`src/sv/ffisa_pkg.sv`:
```
`default_nettype none
// ----------------------------------------------------------------------------
// ffisa_pkg
// Shared types and constants of the first-fit interval slot allocator.
// ----------------------------------------------------------------------------
package ffisa_pkg;

	localparam int DEF_MAX_SLOTS = 64;
	localparam int DEF_POS_BITS  = 16;
	localparam int DEF_SYM_BITS  = 16;

	localparam int CNT_W      = 16;
	localparam int SLOT_OUT_W = 6;
	localparam int ALIAS_W    = 16;

	localparam logic [CNT_W-1:0] CNT_MAX = {CNT_W{1'b1}};

	// flags of one beat moving down the slot chain
	typedef struct packed {
		logic valid;
		logic pinned;
		logic group_end;
		logic stream_end;
		logic placed;
		logic reused;
		logic alias_valid;
	} flags_t;

endpackage
`default_nettype wire

```
`src/sv/ffisa_tally.sv`:
```
`default_nettype none
// ----------------------------------------------------------------------------
// ffisa_tally
// End of the chain: group and stream counters and the output register.
// ----------------------------------------------------------------------------
module ffisa_tally #(
	parameter int MAX_SLOTS = ffisa_pkg::DEF_MAX_SLOTS,
	parameter int SYM_BITS  = ffisa_pkg::DEF_SYM_BITS,
	parameter int SLOT_W    = 6
) (
	input  wire                                   clk,
	input  wire                                   arst_n,
	input  wire                                   advance,
	input  wire ffisa_pkg::flags_t                flags_i,
	input  wire     [SLOT_W-1:0]                  slot_i,
	input  wire     [SYM_BITS-1:0]                asym_i,
	output logic                                  valid_o,
	output logic    [ffisa_pkg::SLOT_OUT_W-1:0]   slot_index,
	output logic                                  assigned,
	output logic                                  reused,
	output logic                                  alias_valid,
	output logic    [ffisa_pkg::ALIAS_W-1:0]      alias_symbol,
	output logic                                  overflow,
	output logic    [ffisa_pkg::CNT_W-1:0]        group_virtual,
	output logic    [ffisa_pkg::CNT_W-1:0]        group_physical,
	output logic    [ffisa_pkg::CNT_W-1:0]        group_pinned,
	output logic    [ffisa_pkg::CNT_W-1:0]        physical_total,
	output logic                                  last
);

	localparam int CW     = ffisa_pkg::CNT_W;
	localparam int OPEN_W = $clog2(MAX_SLOTS + 1);
	localparam int SX_W   = (SLOT_W > ffisa_pkg::SLOT_OUT_W) ? SLOT_W : ffisa_pkg::SLOT_OUT_W;
	localparam int AX_W   = (SYM_BITS > ffisa_pkg::ALIAS_W) ? SYM_BITS : ffisa_pkg::ALIAS_W;

	logic [CW-1:0]     intv_q, pin_q, psum_q;
	logic [OPEN_W-1:0] open_q;

	logic [CW-1:0]     intv_n, pin_n, phys_n, psum_n;
	logic [OPEN_W-1:0] open_n;
	logic [CW:0]       s_intv, s_pin, s_phys, s_psum;
	logic [SX_W-1:0]   slot_x;
	logic [AX_W-1:0]   asym_x;

	logic              valid_q;
	logic [ffisa_pkg::SLOT_OUT_W-1:0] slot_q;
	logic              assigned_q, reused_q, alias_q, ovf_q, last_q;
	logic [ffisa_pkg::ALIAS_W-1:0]    asym_q;
	logic [CW-1:0]     gvirt_q, gphys_q, gpin_q, tphys_q;

	always_comb begin
		s_intv = {1'b0, intv_q} + (CW+1)'(1);
		intv_n = s_intv[CW] ? ffisa_pkg::CNT_MAX : s_intv[CW-1:0];
		s_pin  = {1'b0, pin_q} + (CW+1)'(1);
		pin_n  = pin_q;
		if (flags_i.pinned) begin
			pin_n = s_pin[CW] ? ffisa_pkg::CNT_MAX : s_pin[CW-1:0];
		end
		open_n = open_q;
		if (flags_i.placed && !flags_i.reused) begin
			open_n = open_q + OPEN_W'(1);
		end
		s_phys = (CW+1)'(open_n) + {1'b0, pin_n};
		phys_n = s_phys[CW] ? ffisa_pkg::CNT_MAX : s_phys[CW-1:0];
		s_psum = {1'b0, psum_q} + {1'b0, phys_n};
		psum_n = psum_q;
		if (flags_i.group_end) begin
			psum_n = s_psum[CW] ? ffisa_pkg::CNT_MAX : s_psum[CW-1:0];
		end
		slot_x = SX_W'(slot_i);
		asym_x = AX_W'(asym_i);
	end

	always_ff @(posedge clk or negedge arst_n) begin
		if (!arst_n) begin
			intv_q  <= '0;
			pin_q   <= '0;
			open_q  <= '0;
			psum_q  <= '0;
			valid_q <= 1'b0;
		end else if (advance) begin
			valid_q <= flags_i.valid;
			if (flags_i.valid) begin
				if (flags_i.group_end) begin
					intv_q <= '0;
					pin_q  <= '0;
					open_q <= '0;
				end else begin
					intv_q <= intv_n;
					pin_q  <= pin_n;
					open_q <= open_n;
				end
				psum_q <= flags_i.stream_end ? '0 : psum_n;
			end
		end
	end

	always_ff @(posedge clk) begin
		if (advance && flags_i.valid) begin
			slot_q     <= flags_i.placed ? slot_x[ffisa_pkg::SLOT_OUT_W-1:0] : '0;
			assigned_q <= flags_i.placed;
			reused_q   <= flags_i.reused;
			alias_q    <= flags_i.alias_valid;
			asym_q     <= flags_i.alias_valid ? asym_x[ffisa_pkg::ALIAS_W-1:0] : '0;
			ovf_q      <= !flags_i.pinned && !flags_i.placed;
			gvirt_q    <= flags_i.group_end ? intv_n : '0;
			gphys_q    <= flags_i.group_end ? phys_n : '0;
			gpin_q     <= flags_i.group_end ? pin_n : '0;
			tphys_q    <= psum_n;
			last_q     <= flags_i.stream_end;
		end
	end

	assign valid_o        = valid_q;
	assign slot_index     = slot_q;
	assign assigned       = assigned_q;
	assign reused         = reused_q;
	assign alias_valid    = alias_q;
	assign alias_symbol   = asym_q;
	assign overflow       = ovf_q;
	assign group_virtual  = gvirt_q;
	assign group_physical = gphys_q;
	assign group_pinned   = gpin_q;
	assign physical_total = tphys_q;
	assign last           = last_q;

endmodule
`default_nettype wire

```
`config.mk`:
```
export PLATFORM = sky130hd
export DESIGN_NAME = ffisa_tally
export DESIGN_NICKNAME = d
export VERILOG_FILES = /design/src/sv/ffisa_pkg.sv /design/src/sv/ffisa_tally.sv
export SDC_FILE = /design/constraint.sdc
export NUM_CORES = 1
export LEC_CHECK = 0
export BUFFER_PORTS_ARGS = -buffer_cell sky130_fd_sc_hd__buf_2
export CAP_MARGIN = 20
export CORE_MARGIN = 5
export CORE_UTILIZATION = 57
export DETAILED_ROUTE_END_ITERATION = 8
export PLACE_DENSITY = 0.8
export SLEW_MARGIN = 20
export SYNTH_ARGS = -nofsm -noshare
export SYNTH_HDL_FRONTEND = slang
export SYNTH_SLANG_ARGS = --single-unit
```
`constraint.sdc`:
```
create_clock -name clk -period 5.8 [get_ports clk]
set_input_delay 0.58 -clock clk [delete_from_list [all_inputs] [get_ports clk]]
set_output_delay 0.58 -clock clk [all_outputs]
set_load 0.02 [all_outputs]
```
# After elaboration in Yosys (flattened, before gate mapping)
# Index checks and enable logic that the tools add are counted.
# Widths: inputs -> output; s select.
# word_totals
out_inout_bits,92
elab_cells,39
in_bits,32
regBits,147
# classes
n_addsub,5
muxes,11
n_reduce_logical,7
# ops
operator,count
$mux 16,9
$add 16x1->17 const B,2
$add 16x16->17,1
$add 7x16->17,1
$mux 7,2
$add 7x1->7 const B,1
$logic_and 1x1->1,3
$logic_not 1->1,3
$reduce_and 2->1,1

# Logic depth before layout (Yosys ltp)
# Gate-level depths: netlist of run 1.
# depth
depth_word,9
mapped_depth,25
mapped_depth_nobuf,24

# Least setup slack after synthesis of run 1
# OpenSTA, ideal clock, no wires.
# synth_timing
kind,input-to-reg
startpoint,input flags_i[5] in the netlist's numbering
endpoint,"register tphys_q[15] (netlist: physical_total[15]), data pin"
arrival_ps,4835
slack_ps,705
cell_stages,21
required_ps,5540
setup_ps,260
cell_sequence,buf_2 -> nand2_2 -> nor2_1 -> nand3_2 -> clkbuf_1 -> nand2_1 -> ha_1 -> a21oi_1 -> o211ai_1 -> a21oi_1 -> a2111oi_4 -> nand2_2 -> nor2_2 -> or2_1 -> ha_1 -> a211o_1 -> or4b_2 -> a31oi_1 -> o21ai_0 -> xnor2_1 -> a21oi_1
# synth_via
elab_chain_len,6
# synth_rtl
item,line,text
from (decl),ffisa_tally.sv:14,"input wire ffisa_pkg::flags_t flags_i,"
$mux 16,ffisa_tally.sv:56,if (flags_i.pinned) begin
net pin_n[2],ffisa_tally.sv:39,"logic [CW-1:0] intv_n, pin_n, phys_n, psum_n;"
$add 7x16->17,ffisa_tally.sv:63,"s_phys = (CW+1)'(open_n) + {1'b0, pin_n};"
$mux 16,ffisa_tally.sv:64,phys_n = s_phys[CW] ? ffisa_pkg::CNT_MAX : s_phys[CW-1:0];
net phys_n[6],ffisa_tally.sv:39,
$add 16x16->17,ffisa_tally.sv:65,"s_psum = {1'b0, psum_q} + {1'b0, phys_n};"
$mux 16,ffisa_tally.sv:68,psum_n = s_psum[CW] ? ffisa_pkg::CNT_MAX : s_psum[CW-1:0];
$mux 16,ffisa_tally.sv:67,if (flags_i.group_end) begin
net psum_n[15],ffisa_tally.sv:39,
to (signal assigned),ffisa_tally.sv:109,tphys_q <= psum_n;
to (decl),ffisa_tally.sv:49,"logic [CW-1:0] gvirt_q, gphys_q, gpin_q, tphys_q;"
# The timed path passes the listed nets, and every way through them passes these cells.
# A chain may end at the register's enable or synchronous reset.

# Worst setup path after layout of run 1
# layout_timing
startpoint,register pin_q[12]
endpoint,"register tphys_q[15] (netlist: physical_total[15]), data pin"
# layout_via
elab_chain_len,8
# layout_rtl
item,line,text
from (decl),ffisa_tally.sv:36,"logic [CW-1:0] intv_q, pin_q, psum_q;"
from (signal assigned),ffisa_tally.sv:90,pin_q <= pin_n;
$add 16x1->17,ffisa_tally.sv:54,"s_pin = {1'b0, pin_q} + (CW+1)'(1);"
$mux 16,ffisa_tally.sv:57,pin_n = s_pin[CW] ? ffisa_pkg::CNT_MAX : s_pin[CW-1:0];
$mux 16,ffisa_tally.sv:56,
net pin_n[0],ffisa_tally.sv:39,
$add 7x16->17,ffisa_tally.sv:63,
$mux 16,ffisa_tally.sv:64,
net phys_n[3],ffisa_tally.sv:39,
$add 16x16->17,ffisa_tally.sv:65,
$mux 16,ffisa_tally.sv:68,
$mux 16,ffisa_tally.sv:67,
net psum_n[15],ffisa_tally.sv:39,
# The timed path passes the listed nets, and every way through them passes these cells.

==> results.md, run 1 <==
* Outcome: finished clean
* Crit-path cells: and4_2, nand2_1, nor4_4, nor2_1, nor2_1, ha_1, fa_1, a21oi_1, o211ai_1, a21oi_2, a2111oi_4, buf_4, nand2_2, nor2_2, or2_1, ha_1, nand3_1, o211ai_1, or4b_2, a31oi_1, o21ai_0, xnor2_1, a21oi_1
* Reg-to-reg startpoint: pin_q[12]$_DFFE_PN0P_
* Starting Density at 58.2%
* R2r endpoint: physical_total[15]$_DFFE_PP_
* Max cap viols at 0
* Slowest CP cell: or4b_2
* Setup violators final at 0
* Final Util at 69.4%
* Die Width at 126 µm
* Global Route met3 Usage at 5.38%
* Period utilization at 93.1%
* First-pass detailed-route iteration total at 5
* CTS clock-pin slew for the worst setup and hold paths at 0.06 ns
* CTS max path bufs at 2
* Switching Power at about 670 µW
* Commonest non-fill, non-tap cell in the layout: buf_2
* Core area at 13300 µm²
* Reg power frac at 47.5%
* Worst Slack Setup Final at around 0.40 ns
* Async SR Flop Fraction at a little under two fifths
* CTS root buffer: clkbuf_16
* Yosys reg bits at 147
* CTS Sinks at 147
* Crit path buf inv count at 1
* Place WS at -0.00898 ns
* Cell variety after synth at 66
* Net Count, Synth at 776
* Number of global-route vias before repair at slightly below 6000
* Detail Placement HPWL at roughly 13000 µm
* Fmax at approximately 0.19 GHz
* Buffers on Ports at 123
* Pwr/cell area at 277 nW/µm²
* Vias/cell at 5.94
* FP Rows at 42
* DRT Wirelength at 19000 µm
* Static leakage at 0.00398 µW
* Kind of critical path: reg -> reg
* Slew Limit Fails at 0
* Area delta synth->final at 19.3%
* Met1 usage at between 30% and 40%
* Vias at around 6000
* DR iter-0 viols at 561
* Die area at ~16000 µm²
* Detail-routed net length per standard cell at 18.3 µm
* Final #Nets at 907
* Least-Margin Pin Slew at 0.879 ns
* Slowest stage delay, CP at roughly 0.66 ns
* Combinational Power Share at 12.6%
* First-pass GRT wire length at between 30000 and 40000 µm
* Cells on worst reg2reg path at 23
* DRC at 0
* Switching Share at 26.2%
* DP Cell Count at 1003
* GRT Resource Usage Total at a little under a quarter
* Crit. End Element: register
* Max Fanout on Critical Path at 8
* Grt met2 use at about two fifths
* CP startpoint kind: register
* Most used DFF post-synth: edfxtp_1
* Initial antenna violation count at 0
* Clock share of power at between 30% and 40%
* Crit path max-delay family: simple AND/OR/NAND/NOR gates
* Placer congestion estimate at 0.916
* R2R Setup Slk at 0.40 ns
* Worst VDD drop at 0.000182 V
* Synthesis Warnings at 0
* Share of cells above drive strength 1 at 23.6%
* Post-synthesis cell count at 716
* Global routing's busiest layer: met2
* Die Height at 126 µm
* Most frequent cells in the layout: 123 x buf_2, 91 x edfxtp_1, 67 x a21oi_1
* Slew headroom at 41.4%
* Synth Cell Area at 7730 µm²
* Post-DRT Antenna Nets at 0
* TritonCTS clock tree: yes
* Number of buffers created by CTS at 17
* # H-tree levels at 4
* Worst-Skew Late Latency at 0.43 ns
* Seq/Total Area, Yosys at 53.4%
* Remaining global-route overflow at 0
* RSZ-0062 raised after global routing: false
* Diode count at 0
* Int Power at 1890 µW
* WP data arrival at 5.58 ns
* Post-synth EDFFs at a little over 90
* Min cycle time layout at roughly 5.4 ns
* Clock skew at 0.0117 ns
* Synthesized area per cell at 10.8 µm²
* Hold crit path type: in -> async
* Worst EP required at 5.98 ns
* Top Ports at 124
* Largest net degree at the start of global routing at 74
* Finished Layout Cells at 1036
* Hold Vio Cnt, Final at 0
-- worst reg2reg max path, cell delays in order (launching register included) --
cell	delay, ns
dfrtp_1	0.45
and4_2	0.33
nand2_1	0.11
nor4_4	0.16
nor2_1	0.09
nor2_1	0.16
ha_1	0.21
fa_1	0.24
a21oi_1	0.12
o211ai_1	0.27
a21oi_2	0.12
a2111oi_4	0.35
buf_4	0.21
nand2_2	0.07
nor2_2	0.15
or2_1	0.15
ha_1	0.29
nand3_1	0.14
o211ai_1	0.12
or4b_2	0.66
a31oi_1	0.28
o21ai_0	0.16
xnor2_1	0.21
a21oi_1	0.10
-- kinds of logic after synthesis --
family	Yosys count	share of synthesized area, %
buffers and inverters	52	2.69
flip-flops	147	53.4
multiplexers	4	0.550
XOR/XNOR	48	5.44
AO/OA/AOI/OAI	200	17.3
AND/OR/NAND/NOR	237	15.9
adder cells (fa/ha/maj)	28	4.72
-- cell usage after synthesis (2+ instances only) --
cell / count / area [µm²]
o21a_1: 7 / 52.6
o21bai_1: 2 / 15.0
or2_2: 2 / 12.5
nor4_2: 3 / 37.5
nand4_1: 12 / 75.1
nor3_1: 13 / 65.1
a31oi_1: 13 / 81.3
dfrtp_1: 56 / 1400
o21ai_0: 27 / 135
o22a_1: 15 / 131
edfxtp_1: 91 / 2730
nor4_1: 5 / 31.3
clkbuf_1: 24 / 90.1
o311ai_0: 3 / 26.3
mux2i_1: 2 / 20.0
a211oi_1: 3 / 22.5
and2_1: 29 / 181
nand2b_1: 5 / 31.3
xnor2_1: 32 / 280
buf_2: 4 / 20.0
and3_1: 8 / 50.1
o31ai_1: 6 / 45.0
and4_1: 3 / 26.3
fa_1: 2 / 40.0
mux2_2: 2 / 22.5
a211o_1: 2 / 17.5
nand2_2: 2 / 12.5
or3_1: 3 / 18.8
xor2_1: 16 / 140
o211ai_1: 3 / 22.5
nor2_1: 60 / 225
nor2b_1: 3 / 18.8
a21o_1: 5 / 37.5
o31a_1: 3 / 26.3
a21oi_1: 70 / 350
a22o_1: 23 / 201
or2_1: 4 / 25.0
ha_1: 26 / 325
nand2_1: 54 / 203
nand3_1: 20 / 100
inv_1: 21 / 78.8
nand3_2: 3 / 30.0
a31o_2: 2 / 17.5
o22ai_1: 5 / 31.3
-- worst max path at each step --
stage,start,end,slack (ns),cells past startpoint
final,pin_q[12]$_DFFE_PN0P_,physical_total[15]$_DFFE_PP_,0.40,23
after global routing,pin_q[13]$_DFFE_PN0P_,physical_total[15]$_DFFE_PP_,0.03,23
after CTS,pin_q[0]$_DFFE_PN0P_,physical_total[15]$_DFFE_PP_,0.05,19
after detailed placement,flags_i[5],physical_total[15]$_DFFE_PP_,-0.009,19
after global placement,flags_i[5],physical_total[15]$_DFFE_PP_,0.35,19
after floorplan,flags_i[5],physical_total[15]$_DFFE_PP_,0.71,21
-- power groups by stage --
| stage | sequential (µW) | combinational [µW] | clock, µW |
|---|---|---|---|
| after CTS | 1220 | 325 | 1030 |
| after global placement | 1230 | 312 | 0 |
| final | 1220 | 323 | 1020 |
| after detailed placement | 1240 | 322 | 0 |
| after floorplan | 1280 | 165 | 0 |
| after global routing | 1220 | 354 | 1090 |
-- state kept, by name (all words and copies together) (netlist names), 6 cells and up --
| signal | flops |
|---|---|
| group_physical | 16 |
| slot_index | 6 |
| open_q | 7 |
| group_pinned | 16 |
| intv_q | 16 |
| pin_q | 16 |
| group_virtual | 16 |
| alias_symbol | 16 |
| psum_q | 16 |
| physical_total | 16 |
-- through the flow --
stage | instance area, µm² | total power, µW | TNS [ns] | hold slack (ns)
after floorplan | 7730 | 1450 | 0 | 0.284
after detailed placement | 8600 | 1560 | -0.00898 | 0.516
after CTS | 9140 | 2580 | 0 | 0.319
after global placement | 8600 | 1550 | 0 | 0.511
after global routing | 9230 | 2660 | 0 | 0.334
final | 9230 | 2560 | 0 | 0.291
-- area by class of cell --
class | instances | area, µm²
clock buffers | 20 | 437
flip-flops and latches | 147 | 4130
multi-input cells | 517 | 3480
repair buffers | 142 | 771
inverters | 22 | 85.1
well taps | 176 | 220
clock inverters | 12 | 106
fillers | 986 | 4060
-- per-layer routing --
metal / vias up / routed length, µm
li1: 2928 / -
met1: 2950 / 8060
met2: 246 / 9200
met3: 33 / 1310
met4: 0 / 391
met5: - / 0
-- timing repair --
item,4_1_cts,5_1_grt
hold buffers,0,0
setup buffers,0,1
endpoints found under the setup margin,0,32
resized for setup,0,17
Note: power is estimated with default switching activity, not from simulation.
==> inputs of run 2 (changes only) <==
--- a/config.mk
+++ b/config.mk
@@ -5,12 +5,13 @@
 export SDC_FILE = /design/constraint.sdc
 export NUM_CORES = 1
 export LEC_CHECK = 0
-export BUFFER_PORTS_ARGS = -buffer_cell sky130_fd_sc_hd__buf_2
+export BUFFER_PORTS_ARGS = -buffer_cell sky130_fd_sc_hd__buf_4
 export CAP_MARGIN = 20
 export CORE_MARGIN = 5
-export CORE_UTILIZATION = 57
+export CORE_UTILIZATION = 59
+export CTS_BUF_LIST = sky130_fd_sc_hd__clkbuf_4
 export DETAILED_ROUTE_END_ITERATION = 8
-export PLACE_DENSITY = 0.8
+export PLACE_DENSITY = 0.83
 export SLEW_MARGIN = 20
 export SYNTH_ARGS = -nofsm -noshare
 export SYNTH_HDL_FRONTEND = slang
==> run 2 against run 1 <==
Die area is 3.1% lower; worst hold slack worse by 0.24 ns; setup slack worse by 0.084 ns; sequential power hardly changed; clock skew is 0.011 ns higher; critical endpoint unchanged; highest routed layer unchanged.
==> results.md, run 2 (synthesized netlist as in run 1, its figures left out) <==
* Outcome: finished clean
* Kind of critical path: reg -> reg
* Crit. End Element: register
* Remaining global-route overflow at 0
* Starting Density at 60.8%
* R2R Setup Slk at 0.31 ns
* Number of fillers in the final layout at just under 1000
* Reg-to-reg startpoint: pin_q[8]$_DFFE_PN0P_
* Worst VDD drop at roughly 0.00017 V
* First-pass detailed-route iteration total at 7
* Slew Limit Fails at 0
* Fmax at 0.182 GHz
* Hold_buf cts at 0
* CTS Sinks at roughly 150
* Finished Layout Cells at 1029
* CTS max path bufs at 2
* Worst-Skew Late Latency at 0.59 ns
* Final #Nets at 903
* Detail-routed net length per standard cell at 18.4 µm
* # H-tree levels at 4
* Vias/cell at 6.10
* Placer congestion estimate at 0.946
* DRC at 0
* Min Hold Slack at ~0.050 ns
* Top Ports at around 120
* Die Height at 125 µm
* Cells on worst reg2reg path at 21
* FP Rows at between 40 and 50
* Footprint of the multi-input gates at 3430 µm²
* Least-Margin Pin Slew at between 0.9 and 1 ns
* Setup violators final at 0
* Place WS at ~0.17 ns
* CP startpoint kind: register
* Min cycle time layout at around 5.5 ns
* FF/Latch Area at 4130 µm²
* Commonest non-fill, non-tap cell in the layout: buf_4
* Die Width at 125 µm
* Tot Pwr at roughly 2300 µW
* DP Cell Count at 994
* CTS clock-pin slew for the worst setup and hold paths at 0.14 ns
* Hold Vio Cnt, Final at 0
* Number of buffers created by CTS at 17
* Max cap viols at 0
* GRT Resource Usage Total at 24.7%
* TritonCTS clock tree: yes
* Pwr/cell area at between 200 and 300 nW/µm²
* Worst EP required at about 6.2 ns
* CTS root buffer: clkbuf_4
* Share of cells above drive strength 1 at 23.2%
* R2r endpoint: physical_total[15]$_DFFE_PP_
* Number of global-route vias before repair at 6122
* Period utilization at 94.6%
* Buffers on Ports at 123
* Core area at 12700 µm²
* WP data arrival at 5.83 ns
* Most frequent cells in the layout: 137 x buf_4, 91 x edfxtp_1, 68 x a21oi_1
* Post-DRT Antenna Nets at 0
* Vias at 6273
* Largest net degree at the start of global routing at 84
* Initial antenna violation count at 1
* Max Fanout on Critical Path at 8
* Detail Placement HPWL at roughly 13000 µm
* Worst Slack Setup Final at about 0.31 ns
* Die area at around 16000 µm²
* Clock skew at 0.0230 ns
* DR iter-0 viols at 664
* Hold crit path type: in -> async
* Static leakage at 0.00394 µW
* DRT Wirelength at 18900 µm
* First-pass GRT wire length at 31200 µm
* Slew headroom at 34.9%
* Area delta synth->final at 19.5%
[run 2: cell types whose count changed in the layout (fill, tap and decap cells not counted), sizes merged]
cell	delta
buf	-4
clkinv	-4
bufinv	+3
clkbuf	-2
inv	+2
clkinvlp	+1
diode	+1
[run 2: stage by stage]
step / TNS (ns) / instance area [µm²] / util (%)
final: 0 / 9250 / 72.7
after global routing: -0.000883 / 9250 / 72.7
after CTS: 0 / 9190 / 72.2
after detailed placement: 0 / 8850 / 69.6
after global placement: 0 / 8840 / 69.5
after floorplan: 0 / 7730 / -
[run 2: power breakdown]
group	switching, µW	internal, µW	total, µW
sequential	37.3	1180	1220
combinational	208	141	349
clock	396	352	748
[run 2: repair_timing]
| action | in CTS | in global routing |
|---|---|---|
| endpoints found under the setup margin | 0 | 32 |
| setup buffers | 0 | 2 |
| resized for setup | 0 | 11 |
| hold endpoints to repair | 0 | 0 |
[run 2: worst max-delay path by stage]
stage / start / to / slack (ns) / depth (start not counted)
2_1_floorplan: flags_i[5] / physical_total[15]$_DFFE_PP_ / 0.71 / 21
3_3_place_gp: flags_i[5] / physical_total[15]$_DFFE_PP_ / 0.36 / 20
3_5_place_dp: flags_i[5] / physical_total[15]$_DFFE_PP_ / 0.17 / 20
4_1_cts: pin_q[0]$_DFFE_PN0P_ / physical_total[15]$_DFFE_PP_ / 0.16 / 20
5_1_grt: pin_q[5]$_DFFE_PN0P_ / physical_total[15]$_DFFE_PP_ / -0.0009 / 22
6_report: pin_q[8]$_DFFE_PN0P_ / physical_total[15]$_DFFE_PP_ / 0.31 / 21
[run 2: layout make-up]
class	instances	share of cell area [%]
diodes	1	0.0271
inverters	22	0.920
clock inverters	14	2.15
repair buffers	138	11.2
well taps	172	2.33
clock buffers	18	1.46
multi-input cells	517	37.1
flip-flops and latches	147	44.7
[run 2: critical path, cell delays in order, from the launching register on]
cell,delay (ns)
dfrtp_1,0.48
nand4_2,0.24
nor4_2,0.36
nor2_1,0.10
nor2_1,0.21
ha_1,0.22
fa_1,0.24
a21oi_2,0.09
o211ai_1,0.28
a21oi_2,0.13
a2111oi_4,0.32
buf_4,0.19
nand2_2,0.08
nor2_4,0.17
or2_1,0.14
ha_1,0.30
a211o_1,0.36
or4b_2,0.62
a31oi_1,0.27
o21ai_0,0.16
xnor2_1,0.20
a21oi_1,0.10
[run 2: per-layer routing]
layer	share of wire (%)	global-route usage, %
met2	49	40.3
met5	0	0
met4	2.8	10.1
met3	7.1	5.79
met1	41	31.7
