===== src/sv/ffisa_pkg.sv =====
`default_nettype none
// ----------------------------------------------------------------------------
// ffisa_pkg
// Shared types and constants of the first-fit interval slot allocator.
// ----------------------------------------------------------------------------
package ffisa_pkg;

	localparam int DEF_MAX_SLOTS = 64;
	localparam int DEF_POS_BITS  = 16;
	localparam int DEF_SYM_BITS  = 16;

	localparam int CNT_W      = 16;
	localparam int SLOT_OUT_W = 6;
	localparam int ALIAS_W    = 16;

	localparam logic [CNT_W-1:0] CNT_MAX = {CNT_W{1'b1}};

	// flags of one beat moving down the slot chain
	typedef struct packed {
		logic valid;
		logic pinned;
		logic group_end;
		logic stream_end;
		logic placed;
		logic reused;
		logic alias_valid;
	} flags_t;

endpackage
`default_nettype wire


===== src/sv/ffisa_cell.sv =====
`default_nettype none
// ----------------------------------------------------------------------------
// ffisa_cell
// One slot of the chain: holds the slot's end and first owner, tries to place
// the passing interval and forwards the beat to its neighbor.
// ----------------------------------------------------------------------------
module ffisa_cell #(
	parameter int POS_BITS = ffisa_pkg::DEF_POS_BITS,
	parameter int SYM_BITS = ffisa_pkg::DEF_SYM_BITS,
	parameter int SLOT_W   = 6,
	parameter int IDX      = 0
) (
	input  wire                      clk,
	input  wire                      arst_n,
	input  wire                      advance,
	input  wire                      alias_enable,
	input  wire ffisa_pkg::flags_t   flags_i,
	input  wire     [SYM_BITS-1:0]   sym_i,
	input  wire     [POS_BITS-1:0]   start_i,
	input  wire     [POS_BITS-1:0]   end_i,
	input  wire     [SLOT_W-1:0]     slot_i,
	input  wire     [SYM_BITS-1:0]   asym_i,
	output ffisa_pkg::flags_t        flags_o,
	output logic    [SYM_BITS-1:0]   sym_o,
	output logic    [POS_BITS-1:0]   start_o,
	output logic    [POS_BITS-1:0]   end_o,
	output logic    [SLOT_W-1:0]     slot_o,
	output logic    [SYM_BITS-1:0]   asym_o
);

	localparam logic [SLOT_W-1:0] MY_IDX = SLOT_W'(IDX);

	logic                open_q;
	logic [POS_BITS-1:0] end_q;
	logic [SYM_BITS-1:0] owner_q;

	ffisa_pkg::flags_t   flags_q;
	logic [SYM_BITS-1:0] sym_q;
	logic [POS_BITS-1:0] start_q;
	logic [POS_BITS-1:0] end_pos_q;
	logic [SLOT_W-1:0]   slot_q;
	logic [SYM_BITS-1:0] asym_q;

	logic hit, fit, take, do_alias;
	ffisa_pkg::flags_t flags_n;

	always_comb begin
		hit      = flags_i.valid && !flags_i.pinned && !flags_i.placed;
		fit      = hit && open_q && (end_q < start_i);
		take     = hit && !open_q;
		do_alias = fit && alias_enable && (owner_q != sym_i);
		flags_n  = flags_i;
		flags_n.placed      = flags_i.placed | fit | take;
		flags_n.reused      = flags_i.reused | fit;
		flags_n.alias_valid = flags_i.alias_valid | do_alias;
	end

	always_ff @(posedge clk or negedge arst_n) begin
		if (!arst_n) begin
			open_q  <= 1'b0;
			flags_q <= '0;
		end else if (advance) begin
			flags_q <= flags_n;
			if (flags_i.valid && flags_i.group_end) begin
				open_q <= 1'b0;
			end else if (take) begin
				open_q <= 1'b1;
			end
		end
	end

	always_ff @(posedge clk) begin
		if (advance) begin
			if (fit || take) begin
				end_q <= end_i;
			end
			if (take) begin
				owner_q <= sym_i;
			end
			sym_q     <= sym_i;
			start_q   <= start_i;
			end_pos_q <= end_i;
			slot_q    <= (fit || take) ? MY_IDX : slot_i;
			asym_q    <= do_alias ? owner_q : asym_i;
		end
	end

	assign flags_o = flags_q;
	assign sym_o   = sym_q;
	assign start_o = start_q;
	assign end_o   = end_pos_q;
	assign slot_o  = slot_q;
	assign asym_o  = asym_q;

endmodule
`default_nettype wire


===== config.mk =====
export PLATFORM = sky130hd
export DESIGN_NAME = ffisa_cell
export DESIGN_NICKNAME = d
export VERILOG_FILES = /design/src/sv/ffisa_pkg.sv /design/src/sv/ffisa_cell.sv
export SDC_FILE = /design/constraint.sdc
export NUM_CORES = 1
export LEC_CHECK = 0
export ABC_AREA = 1
export BUFFER_PORTS_ARGS = -buffer_cell sky130_fd_sc_hd__buf_4
export CORE_UTILIZATION = 45
export CTS_CLUSTER_DIAMETER = 200
export CTS_CLUSTER_SIZE = 40
export DETAILED_ROUTE_END_ITERATION = 8
export PLACE_DENSITY = 0.76
export SLEW_MARGIN = 10
export SYNTH_ARGS = -nofsm -noshare
export SYNTH_HDL_FRONTEND = slang
export SYNTH_SLANG_ARGS = --single-unit
export TNS_END_PERCENT = 30

===== constraint.sdc =====
create_clock -name clk -period 5.8 [get_ports clk]
set_input_delay 0.58 -clock clk [delete_from_list [all_inputs] [get_ports clk]]
set_output_delay 0.58 -clock clk [all_outputs]
set_load 0.02 [all_outputs]

# Word-level counts from Yosys, hierarchy flattened
# Index checks and enable logic that the tools add are counted.
dict set report totals {
  ff_bits 110
  input_bits 81
  output_inout_bits 77
  word_cells 40
}
dict set report op_classes {
  n_lt_le_gt_ge 1
  n_eq_ne 1
  mux 3
  bitwise_logic 4
  reduce_logical 16
}
# op n
set ops {}
lappend ops {{$lt 16x16->1} 1}
lappend ops {{$mux 16} 1}
lappend ops {{$ne 16x16->1} 1}
lappend ops {{$logic_and 1x1->1} 8}
lappend ops {{$reduce_and 2->1} 3}
lappend ops {{$or 1x1->1} 4}
lappend ops {{$logic_not 1->1} 3}
lappend ops {{$mux 1} 2}
lappend ops {{$reduce_bool 2->1} 1}
lappend ops {{$logic_or 1x1->1} 1}

# Depth between registers and ports, before layout
# Gate-level depths: netlist (run 1).
dict set report depth {
  depth_word 8
  depth_mapped 14
  mapped_depth_nobuf 13
}

# Worst setup path after synthesis (run 1)
# No wires, ideal clock.
dict set report synth_timing {
  kind {input-to-reg}
  startpoint {in start_i[15]}
  endpoint {reg end_q[0], enable pin}
  setup_time_ps 364
  t_arrival_ps 2018
  required_ps 5436
  path_slack_ps 3418
  path_stages 9
  path_buffers 0
  path_cell_list {inv_1 > ha_1 > a211oi_2 > nand3_1 > nor2_2 > nand2_4 > nand2_1 > nand2_1 > inv_1}
}
dict set report synth_between {
  elab_chain_cells 4
}
# item line
set synth_rtl {}
lappend synth_rtl {{start: declaration} ffisa_cell.sv:19} ;# input wire [POS_BITS-1:0] start_i,
lappend synth_rtl {{$lt 16x16->1} ffisa_cell.sv:49} ;# fit = hit && open_q && (end_q < start_i);
lappend synth_rtl {{$logic_and 1x1->1} ffisa_cell.sv:49}
lappend synth_rtl {{$logic_or 1x1->1} ffisa_cell.sv:74} ;# if (fit || take) begin
lappend synth_rtl {{$reduce_and 2->1 (no source line)} n/a}
lappend synth_rtl {{end signal: assignment} ffisa_cell.sv:75} ;# end_q <= end_i;
lappend synth_rtl {{end: declaration} ffisa_cell.sv:34} ;# logic [POS_BITS-1:0] end_q;
# Every way passes these cells.
# A chain may end at the register's enable or synchronous reset.

# Worst setup path in the final report (run 1)
dict set report layout_timing {
  startpoint {reg end_q[5]}
  endpoint {reg end_q[0], enable pin}
}
dict set report layout_between {
  elab_chain_cells 4
}
# item line
set layout_rtl {}
lappend layout_rtl {{$lt 16x16->1} ffisa_cell.sv:49}
lappend layout_rtl {{$logic_and 1x1->1} ffisa_cell.sv:49}
lappend layout_rtl {{$logic_or 1x1->1} ffisa_cell.sv:74}
lappend layout_rtl {{$reduce_and 2->1 (no source line)} n/a}
# Every way passes these cells.

==> results of run 1 <==
path summary, 6_finish.rpt:
| path | start | to | slack (ps) | depth (start not counted) |
|---|---|---|---|---|
| setup / recovery | end_q[5] | end_q[0] | 3250 | 10 |
| hold / removal | start_i[5] | start_o[5] | 390 | 1 |
| setup reg to reg | end_q[5] | end_q[0] | 3250 | 10 |
| hold reg to reg | flags_o[3] | flags_o[3] | 490 | 2 |
| max in group asynchronous | arst_n | flags_o[0] | 5090 | 2 |
| min in group asynchronous | arst_n | flags_o[1] | 580 | 2 |
metrics by stage:
step / power (µW) / util / setup WS [ps] / area (µm²) / std cells
3_5_place_dp: 1180 / 0.610 / 2860 / 5690 / 608
2_1_floorplan: 1050 / - / 3420 / 4380 / 325
4_1_cts: 1660 / 0.634 / 3180 / 5910 / 624
3_3_place_gp: 1180 / 0.610 / 2920 / 5690 / 608
5_1_grt: 1700 / 0.635 / 3030 / 5920 / 625
6_report: 1640 / 0.635 / 3250 / 5920 / 625
per-layer routing:
layer  part of all wire  global-route usage  wire [µm]  vias up
met5                  0                   0          0        -
met4             0.0069              0.0468         62        0
met3              0.095              0.0680        855        5
met2               0.50               0.322       4450      121
met1               0.40               0.208       3620     1314
li1                   -                   -          -     1428
area by class of cell:
type	count	area, µm²	area share
inverter	39	146	0.0247
clock inverter	7	92.6	0.0156
timing repair buffer	159	1200	0.202
multi-input combinational	172	936	0.158
sequential	110	3260	0.551
tap	129	161	0.0273
clock buffer	9	124	0.0209
Yosys cell counts:
master / instances
edfxtp_1: 102
dfrtp_1: 8
inv_1: 38
a31oi_1: 1
nor2_2: 2
xor2_1: 11
a21oi_2: 1
nand3_1: 3
nand2_1: 72
buf_4: 2
nor3_2: 2
nor2_1: 35
nor2_8: 1
o21ai_1: 2
ha_1: 15
nand2_4: 2
a21oi_1: 4
clkinv_1: 1
o21ai_0: 18
buf_2: 1
a211oi_2: 1
buf_8: 1
nand2_2: 1
or2_2: 1
power by group:
group | switching, µW | internal (µW) | total, µW
Sequential | 15.3 | 920 | 935
Combinational | 125 | 101 | 227
Clock | 266 | 210 | 476
timing repair:
action / 4_1_cts / 5_1_grt
hold buffers: 0 / 1
buffers inserted: 0 / 0
hold endpoints to repair: 0 / 5
kinds of logic (layout without fill, tap and decap cells):
kind of cell / Yosys count / after routing / share of synthesized area
DFF: 110 / 110 / 0.745
and+or+nand+nor: 119 / 119 / 0.115
buffers and inverters: 43 / 214 / 0.0414
adders and majority gates: 15 / 15 / 0.0428
AOI/OAI and AO/OA: 27 / 27 / 0.0337
xor gates and xnor gates: 11 / 11 / 0.0220
worst max-delay path, stage by stage (launching register included):
cell	delay, ps
edfxtp_1	390
ha_1	300
a21oi_1	130
nor2_1	70
nor3_2	100
nand2_1	90
nand2_1	100
nand2_4	160
nand2_1	240
nand2_1	90
inv_1	510
flip-flops by register name, indices dropped and copies added, names as in the netlist:
register and cells:
start_o 16, end_o 16, owner_q 16, flags_o 7, end_q 16, sym_o 16, asym_o 16, slot_o 6
open_q 1
==> results.sh, run 1 <==
export IMPL_rsz0062_at_grt="false"
export IMPL_h_tree_depth=3
export IMPL_clock_path_buffers=2
export IMPL_drt_pre_antenna_iters=4
export IMPL_yosys_warnings=0
export IMPL_initial_core_util=0.470
export IMPL_synth_area_leaders="edfxtp_1, nand2_1, dfrtp_1"
export IMPL_grt_pass1_wl_um=13700
export IMPL_grt_pass1_vias=2840
export IMPL_worstSetupPathType="flip-flop to flip-flop"
export IMPL_netlist_instances=325
export IMPL_fin_tns_setup_ps=0
export IMPL_die_area_um2=10100
export IMPL_worstSetupEndpointType="flip-flop"
export IMPL_post_route_min_period_ps=2550
export IMPL_yosysSeqAreaShare=0.745
export IMPL_status="finished clean"
export IMPL_cts_buffers=9
export IMPL_synth_top_area_frac=0.699
export IMPL_rows=35
export IMPL_worstHoldPathType="input pin to flip-flop"
export IMPL_antenna_found_initial=0
export IMPL_final_common_cell="buf_4"
export IMPL_grt_overflow=0
export IMPL_clkSinkCount=110
export IMPL_synthToLayoutAreaGrowth_pct=35.1
export IMPL_cp_max_fo=19
export IMPL_ant_nets=0
export IMPL_synth_cell_area_um2=4380
export IMPL_crit_arrival_ps=2550
export IMPL_fp_dieW_um=101
export IMPL_path_clk_slew_ps=110
export IMPL_fin_skew_ps=13.0
export IMPL_cts_root_buf="clkbuf_8"
export IMPL_cts_tree="built"
export IMPL_ios=158
export IMPL_maxCapViolations=0
export IMPL_holdWs_ps=393
export IMPL_setup_violations=0
export IMPL_crit_path_start_kind="flip-flop"
export IMPL_finalCritPeriodShare=0.439
export IMPL_grt_max_degree=80
export IMPL_slew_headroom=0.337
export IMPL_power_density_nw_per_um2=277
export IMPL_hold_violations=0
export IMPL_peakVddDrop_mv=0.161
export IMPL_core_um2=9330
export IMPL_fin_nets=587
export IMPL_gp_congestion=0.741
export IMPL_finalMaxSlewViolations=0
export IMPL_worstMarginPinSlew_ps=995
export IMPL_clock_latency_ps=360
export IMPL_cts_resized=0
export IMPL_dieHeight_um=101
export IMPL_fmax_mhz=393
export IMPL_vias_per_cell=4.59
export IMPL_dp_hpwl_um=6630
export IMPL_port_buffer_count=157
export IMPL_drive_gt1_frac=0.373
export IMPL_synthesis_nets=421
export IMPL_synth_cell_type_count=24
export IMPL_cp_required_ps=5800
export IMPL_synth_seq_cells=110
export IMPL_diodes=0
export IMPL_avgSynthCellArea_um2=13.5
export IMPL_vias=2868
export IMPL_post_synth_top_area_cell="edfxtp_1"
export IMPL_fillers=735
export IMPL_drt_iter0_drc=80
export IMPL_power_leakage_uw=0.00263
export IMPL_final_cell_mix="buf_4, edfxtp_1, nand2_1"
export IMPL_wl_um=8990
export IMPL_wl_per_cell_um=14.4
export IMPL_drcViolationCount=0
export IMPL_grt_usage=0.182
Power figures use the tool's default switching activity.
==> run 2, diff against run 1 <==
Settings changed: ABC_AREA 1 to 0.
Clock period 5.8 ns to 2.6 ns, I/O delays scaled along.
==> run 2 against run 1 <==
Sequential share of layout area up 0.48 points. Design area shrank 0.87%. Core utilization grew 0.35 points. Sequential power increased by 120%.
==> results.sh, run 2 <==
export IMPL_drt_iter0_drc=121
export IMPL_die_area_um2=9860
export IMPL_power_leakage_uw=0.00245
export IMPL_r2r_start="end_q[11]"
export IMPL_postSynth_asyncResetShare=0.0727
export IMPL_rr_worst_depth=8
export IMPL_ios=158
export IMPL_post_synth_top_area_cell="edfxtp_1"
export IMPL_cts_root_buf="clkbuf_8"
export IMPL_grt_pass1_wl_um=13200
export IMPL_setup_violations=0
export IMPL_final_cell_mix="buf_4, edfxtp_1, inv_1"
export IMPL_drt_pre_antenna_iters=4
export IMPL_post_route_min_period_ps=2440
export IMPL_r2r_end="asym_o[1]"
export IMPL_synth_most_common_cell="edfxtp_1"
export IMPL_clock_latency_ps=370
export IMPL_hold_violations=0
export IMPL_synthesis_nets=325
export IMPL_yosysSeqAreaShare=0.766
export IMPL_worstHoldPathType="input pin to flip-flop"
export IMPL_synth_top_area_frac=0.719
export IMPL_synth_edf_count=102
export IMPL_grt_max_degree=44
export IMPL_avgSynthCellArea_um2=18.6
export IMPL_synth_area_leaders="edfxtp_1, dfrtp_1, ha_1"
export IMPL_synth_cell_area_um2=4260
export IMPL_cts_buffers=9
export IMPL_synthToLayoutAreaGrowth_pct=37.7
export IMPL_worstSetupPathType="flip-flop to flip-flop"
export IMPL_synth_common_cells="edfxtp_1, inv_1, xnor2_1"
export IMPL_fillers=706
export IMPL_cts_tree="built"
export IMPL_holdWs_ps=74.7
export IMPL_cp_required_ps=2710
export IMPL_crit_path_end="asym_o[1]"
export IMPL_gp_congestion=0.723
export IMPL_diodes=0
export IMPL_clock_path_buffers=2
export IMPL_fin_skew_ps=16.7
export IMPL_startpoint="end_q[11]"
export IMPL_port_buffer_count=157
export IMPL_dp_hpwl_um=6400
export IMPL_netlist_instances=229
export IMPL_antenna_found_initial=0
export IMPL_fmax_mhz=410
export IMPL_finalMaxSlewViolations=0
export IMPL_core_um2=9200
export IMPL_cp_max_fo=10
export IMPL_initial_core_util=0.463
export IMPL_grt_pass1_vias=2584
export IMPL_fp_dieW_um=99.3
export IMPL_status="finished clean"
export IMPL_ff2ff_setup_slack_ps=160
export IMPL_ant_nets=0
export IMPL_synth_cell_type_count=27
export IMPL_power_density_nw_per_um2=615
export IMPL_dpl_instance_area_um2=5620
export IMPL_wl_um=8580
export IMPL_peakVddDrop_mv=0.341
export IMPL_rows=35
export IMPL_maxCapViolations=0
export IMPL_stdcell_area_um2=5870
export IMPL_fin_tns_setup_ps=0
export IMPL_synth_seq_cells=110
export IMPL_worstMarginPinSlew_ps=519
export IMPL_wl_per_cell_um=16.4
export IMPL_h_tree_depth=3
export IMPL_worstSetupEndpointType="flip-flop"
export IMPL_slew_headroom=0.654
export IMPL_register_area_um2=3260
export IMPL_crit_arrival_ps=2550
export IMPL_path_clk_slew_ps=100
export IMPL_synth_main_ff_cell="edfxtp_1"
export IMPL_placedCellCount=502
export IMPL_clkSinkCount=110
export IMPL_fin_nets=502
export IMPL_fin_cells=522
export IMPL_finalCritPeriodShare=0.939
export IMPL_yosys_warnings=0
export IMPL_drive_gt1_frac=0.496
export IMPL_vias_per_cell=4.94
export IMPL_grt_usage=0.179
export IMPL_grt_overflow=0
export IMPL_dieHeight_um=99.3
export IMPL_crit_path_start_kind="flip-flop"
export IMPL_vias=2581
export IMPL_drcViolationCount=0
export IMPL_multiInputGateArea_um2=931
export IMPL_rsz0062_at_grt="false"
export IMPL_final_common_cell="buf_4"
run 2: cell types whose count changed in the layout (fill, tap and decap cells not counted), moves of 8 or more:
cell     before  now
xnor2_1       0   16
nand2_1      72    5
mux2_4        0    9
buf_4       158  166
o21ai_0      18    3
mux2_2        0   11
inv_1        38   18
xor2_1       11    0
nor2_1       35    5
run 2: repair_timing:
action                                 CTS  global route
gates resized for setup                  0             2
setup buffers                            0             3
endpoints found under the hold margin    8             0
hold buffers                             1             0
setup endpoints to repair                0            29
run 2: cell families after synthesis:
group / count (synthesis) / share of synthesized area
compound gates: 19 / 0.0350
xor+xnor: 16 / 0.0329
fa+ha+maj: 15 / 0.0441
buf+inv: 20 / 0.0194
flops: 110 / 0.766
mux: 20 / 0.0608
simple gates: 29 / 0.0420
run 2: routing by layer:
| metal | vias to the layer above | global-route usage | wire length [µm] |
|---|---|---|---|
| met2 | 81 | 0.308 | 4550 |
| li1 | 1218 | - | - |
| met4 | 0 | 0.0679 | 126 |
| met5 | - | 0 | 0 |
| met1 | 1273 | 0.221 | 3490 |
| met3 | 9 | 0.0408 | 415 |
run 2: per-stage QoR:
step	power [µW]	util	setup slack (ps)
floorplan	2340	-	252
global placement	2630	0.611	39.1
detailed placement	2650	0.611	22.8
CTS	3640	0.633	30.3
global route	3740	0.638	57.5
finish	3610	0.638	158
run 2: how the worst min path moves through the flow:
| stage | from | endpoint | slack [ps] | cells past startpoint |
|---|---|---|---|---|
| floorplan | arst_n | flags_o[0] | -40 | 0 |
| global placement | arst_n | flags_o[3] | 80 | 1 |
| detailed placement | arst_n | flags_o[3] | 90 | 1 |
| CTS | start_i[1] | start_o[1] | 60 | 1 |
| global route | start_i[7] | start_o[7] | 40 | 1 |
| finish | start_i[1] | start_o[1] | 70 | 1 |
run 2: area by class of cell:
class / instances / area share
clock buffer: 11 / 0.0224
clock inverter: 5 / 0.0102
inverter: 18 / 0.0115
multi-input combinational: 99 / 0.159
sequential: 110 / 0.556
tap: 111 / 0.0237
timing repair buffer: 168 / 0.217
run 2: worst max-delay path, cell delays in order (launching register included):
cell and delay [ps]:
edfxtp_1 380, ha_1 330, nand4_1 200, nor4_4 370, a32oi_4 140, buf_4 160, nand4_4 110, buf_12 150
mux2_2 340
run 2: power by group:
group,leakage [µW],switching [µW],internal (µW),total [µW]
logic,0.00129,268,250,518
registers,0.00107,34.1,2050,2090
clock network,0.0000951,553,449,1000
==> run 3, diff against run 2 <==
Settings changed: CORE_UTILIZATION 45 to 49, PLACE_DENSITY 0.76 to 0.81.
==> run 3 against run 2 <==
Sequential power about the same. Fmax fell by 0.36%. Sequential cell count stayed put. Via count is 1.6% higher. Critical path type unchanged.
==> results.sh, run 3 (same netlist as run 2, synthesis figures left out) <==
export IMPL_status="finished clean"
export IMPL_dpl_instance_area_um2=5600
export IMPL_fin_skew_ps=11.0
export IMPL_worstSetupEndpointType="flip-flop"
export IMPL_grt_overflow=0
export IMPL_power_leakage_uw=0.00243
export IMPL_cp_slowest_cell="nor2b_2"
export IMPL_hold_violations=0
export IMPL_setup_violations=0
export IMPL_port_buffer_count=157
export IMPL_placedCellCount=495
export IMPL_dp_hpwl_um=6790
export IMPL_startpoint="end_q[1]"
export IMPL_grt_pass1_wl_um=13000
export IMPL_fillers=570
export IMPL_place_ws_ps=76.5
export IMPL_cts_buffers=9
export IMPL_path_cells="ha_1, a2111o_1, a32oi_4, a32oi_1, nor2b_2"
export IMPL_clkSinkCount=110
export IMPL_fin_ws_ps=150
export IMPL_h_tree_depth=3
export IMPL_grt_max_degree=36
export IMPL_finalCritPeriodShare=0.942
export IMPL_path_clk_slew_ps=100
export IMPL_max_stage_delay_ps=640
export IMPL_finalMaxSlewViolations=0
export IMPL_vias_per_cell=5.10
export IMPL_wl_per_cell_um=17.4
export IMPL_crit_path_start_kind="flip-flop"
export IMPL_diodes=0
export IMPL_worstSetupPathType="flip-flop to flip-flop"
export IMPL_drive_gt1_frac=0.501
export IMPL_drt_pre_antenna_iters=4
export IMPL_rr_worst_depth=5
export IMPL_slew_headroom=0.481
export IMPL_drcViolationCount=0
export IMPL_wl_um=8930
export IMPL_cts_tree="built"
export IMPL_cp_max_fo=16
export IMPL_rsz0062_at_grt="false"
export IMPL_fmax_mhz=408
export IMPL_worstMarginPinSlew_ps=775
export IMPL_cts_resized=0
export IMPL_rows=33
export IMPL_holdPathStages=1
export IMPL_synthToLayoutAreaGrowth_pct=36.7
export IMPL_fin_cells=514
export IMPL_peakVddDrop_mv=0.344
export IMPL_crit_path_end="end_q[14]"
export IMPL_antenna_found_initial=0
export IMPL_cts_root_buf="clkbuf_8"
export IMPL_fin_tns_setup_ps=0
export IMPL_final_cell_mix="buf_4, edfxtp_1, inv_1"
export IMPL_clock_latency_ps=370
export IMPL_stdcell_area_um2=5830
export IMPL_fp_dieW_um=95.2
export IMPL_final_common_cell="buf_4"
export IMPL_ff2ff_setup_slack_ps=150
export IMPL_gp_congestion=0.727
export IMPL_r2r_start="end_q[1]"
export IMPL_initial_core_util=0.513
export IMPL_register_area_um2=3260
export IMPL_worstHoldPathType="input pin to flip-flop"
export IMPL_grt_usage=0.199
export IMPL_drt_iter0_drc=89
export IMPL_core_um2=8300
export IMPL_power_density_nw_per_um2=605
export IMPL_r2r_end="end_q[14]"
export IMPL_clock_path_buffers=2
export IMPL_dieHeight_um=95.2
export IMPL_cp_required_ps=2600
export IMPL_ant_nets=0
export IMPL_ios=158
export IMPL_grt_pass1_vias=2657
export IMPL_die_area_um2=9070
export IMPL_fin_nets=500
export IMPL_vias=2622
export IMPL_multiInputGateArea_um2=917
export IMPL_post_route_min_period_ps=2450
export IMPL_maxCapViolations=0
export IMPL_crit_arrival_ps=2450
## run 3: changes by cell type in the layout (fill, tap and decap cells not counted), sizes merged
cell / previous run / this run
inv: 18 / 19
clkinvlp: 0 / 1
buf: 167 / 165
bufinv: 1 / 0
clkbuf: 11 / 9
clkinv: 4 / 5
## run 3: what timing repair did
action,4_1_cts,5_1_grt
endpoints found under the hold margin,8,0
setup endpoints to repair,0,14
buffers inserted,0,2
hold buffers,1,0
## run 3: worst min-delay path by stage
| stage | from | endpoint | slack [ps] |
|---|---|---|---|
| 3_5_place_dp | arst_n | flags_o[6] | 90 |
| 6_report | end_i[11] | end_q[11] | 70 |
| 3_3_place_gp | arst_n | flags_o[3] | 80 |
| 5_1_grt | end_i[7] | end_q[7] | 60 |
| 4_1_cts | start_i[4] | start_o[4] | 60 |
| 2_1_floorplan | arst_n | flags_o[0] | -40 |
## run 3: per-stage QoR
stage | hold slack [ps] | util | total power (µW)
floorplan | -35.6 | - | 2340
global placement | 82.1 | 0.675 | 2630
detailed placement | 85.9 | 0.675 | 2650
CTS | 63.5 | 0.697 | 3540
global route | 57.7 | 0.702 | 3640
finish | 72.8 | 0.702 | 3520
## run 3: critical path: cells and delay by family, from the launching register on
kind / cells / cell delay (ps)
DFF: 1 / 370
and+or+nand+nor: 1 / 640
adders and majority gates: 1 / 280
AOI/OAI and AO/OA: 3 / 770
## run 3: per-layer routing
layer,global-route usage,share of wire
met1,0.228,0.38
met2,0.355,0.54
met3,0.0391,0.057
met4,0.0922,0.023
met5,0,0
## run 3: layout make-up
cell class,count,area share
Sequential cell,110,0.560
Timing Repair Buffer,166,0.219
Multi-Input combinational cell,99,0.157
Tap cell,105,0.0226
Clock buffer,9,0.0213
Inverter,18,0.0116
Clock inverter,7,0.00838
## run 3: power by group
part	internal [µW]	switching, µW
Combinational	250	271
Sequential	2050	35.7
Clock	350	564
Total	2650	870
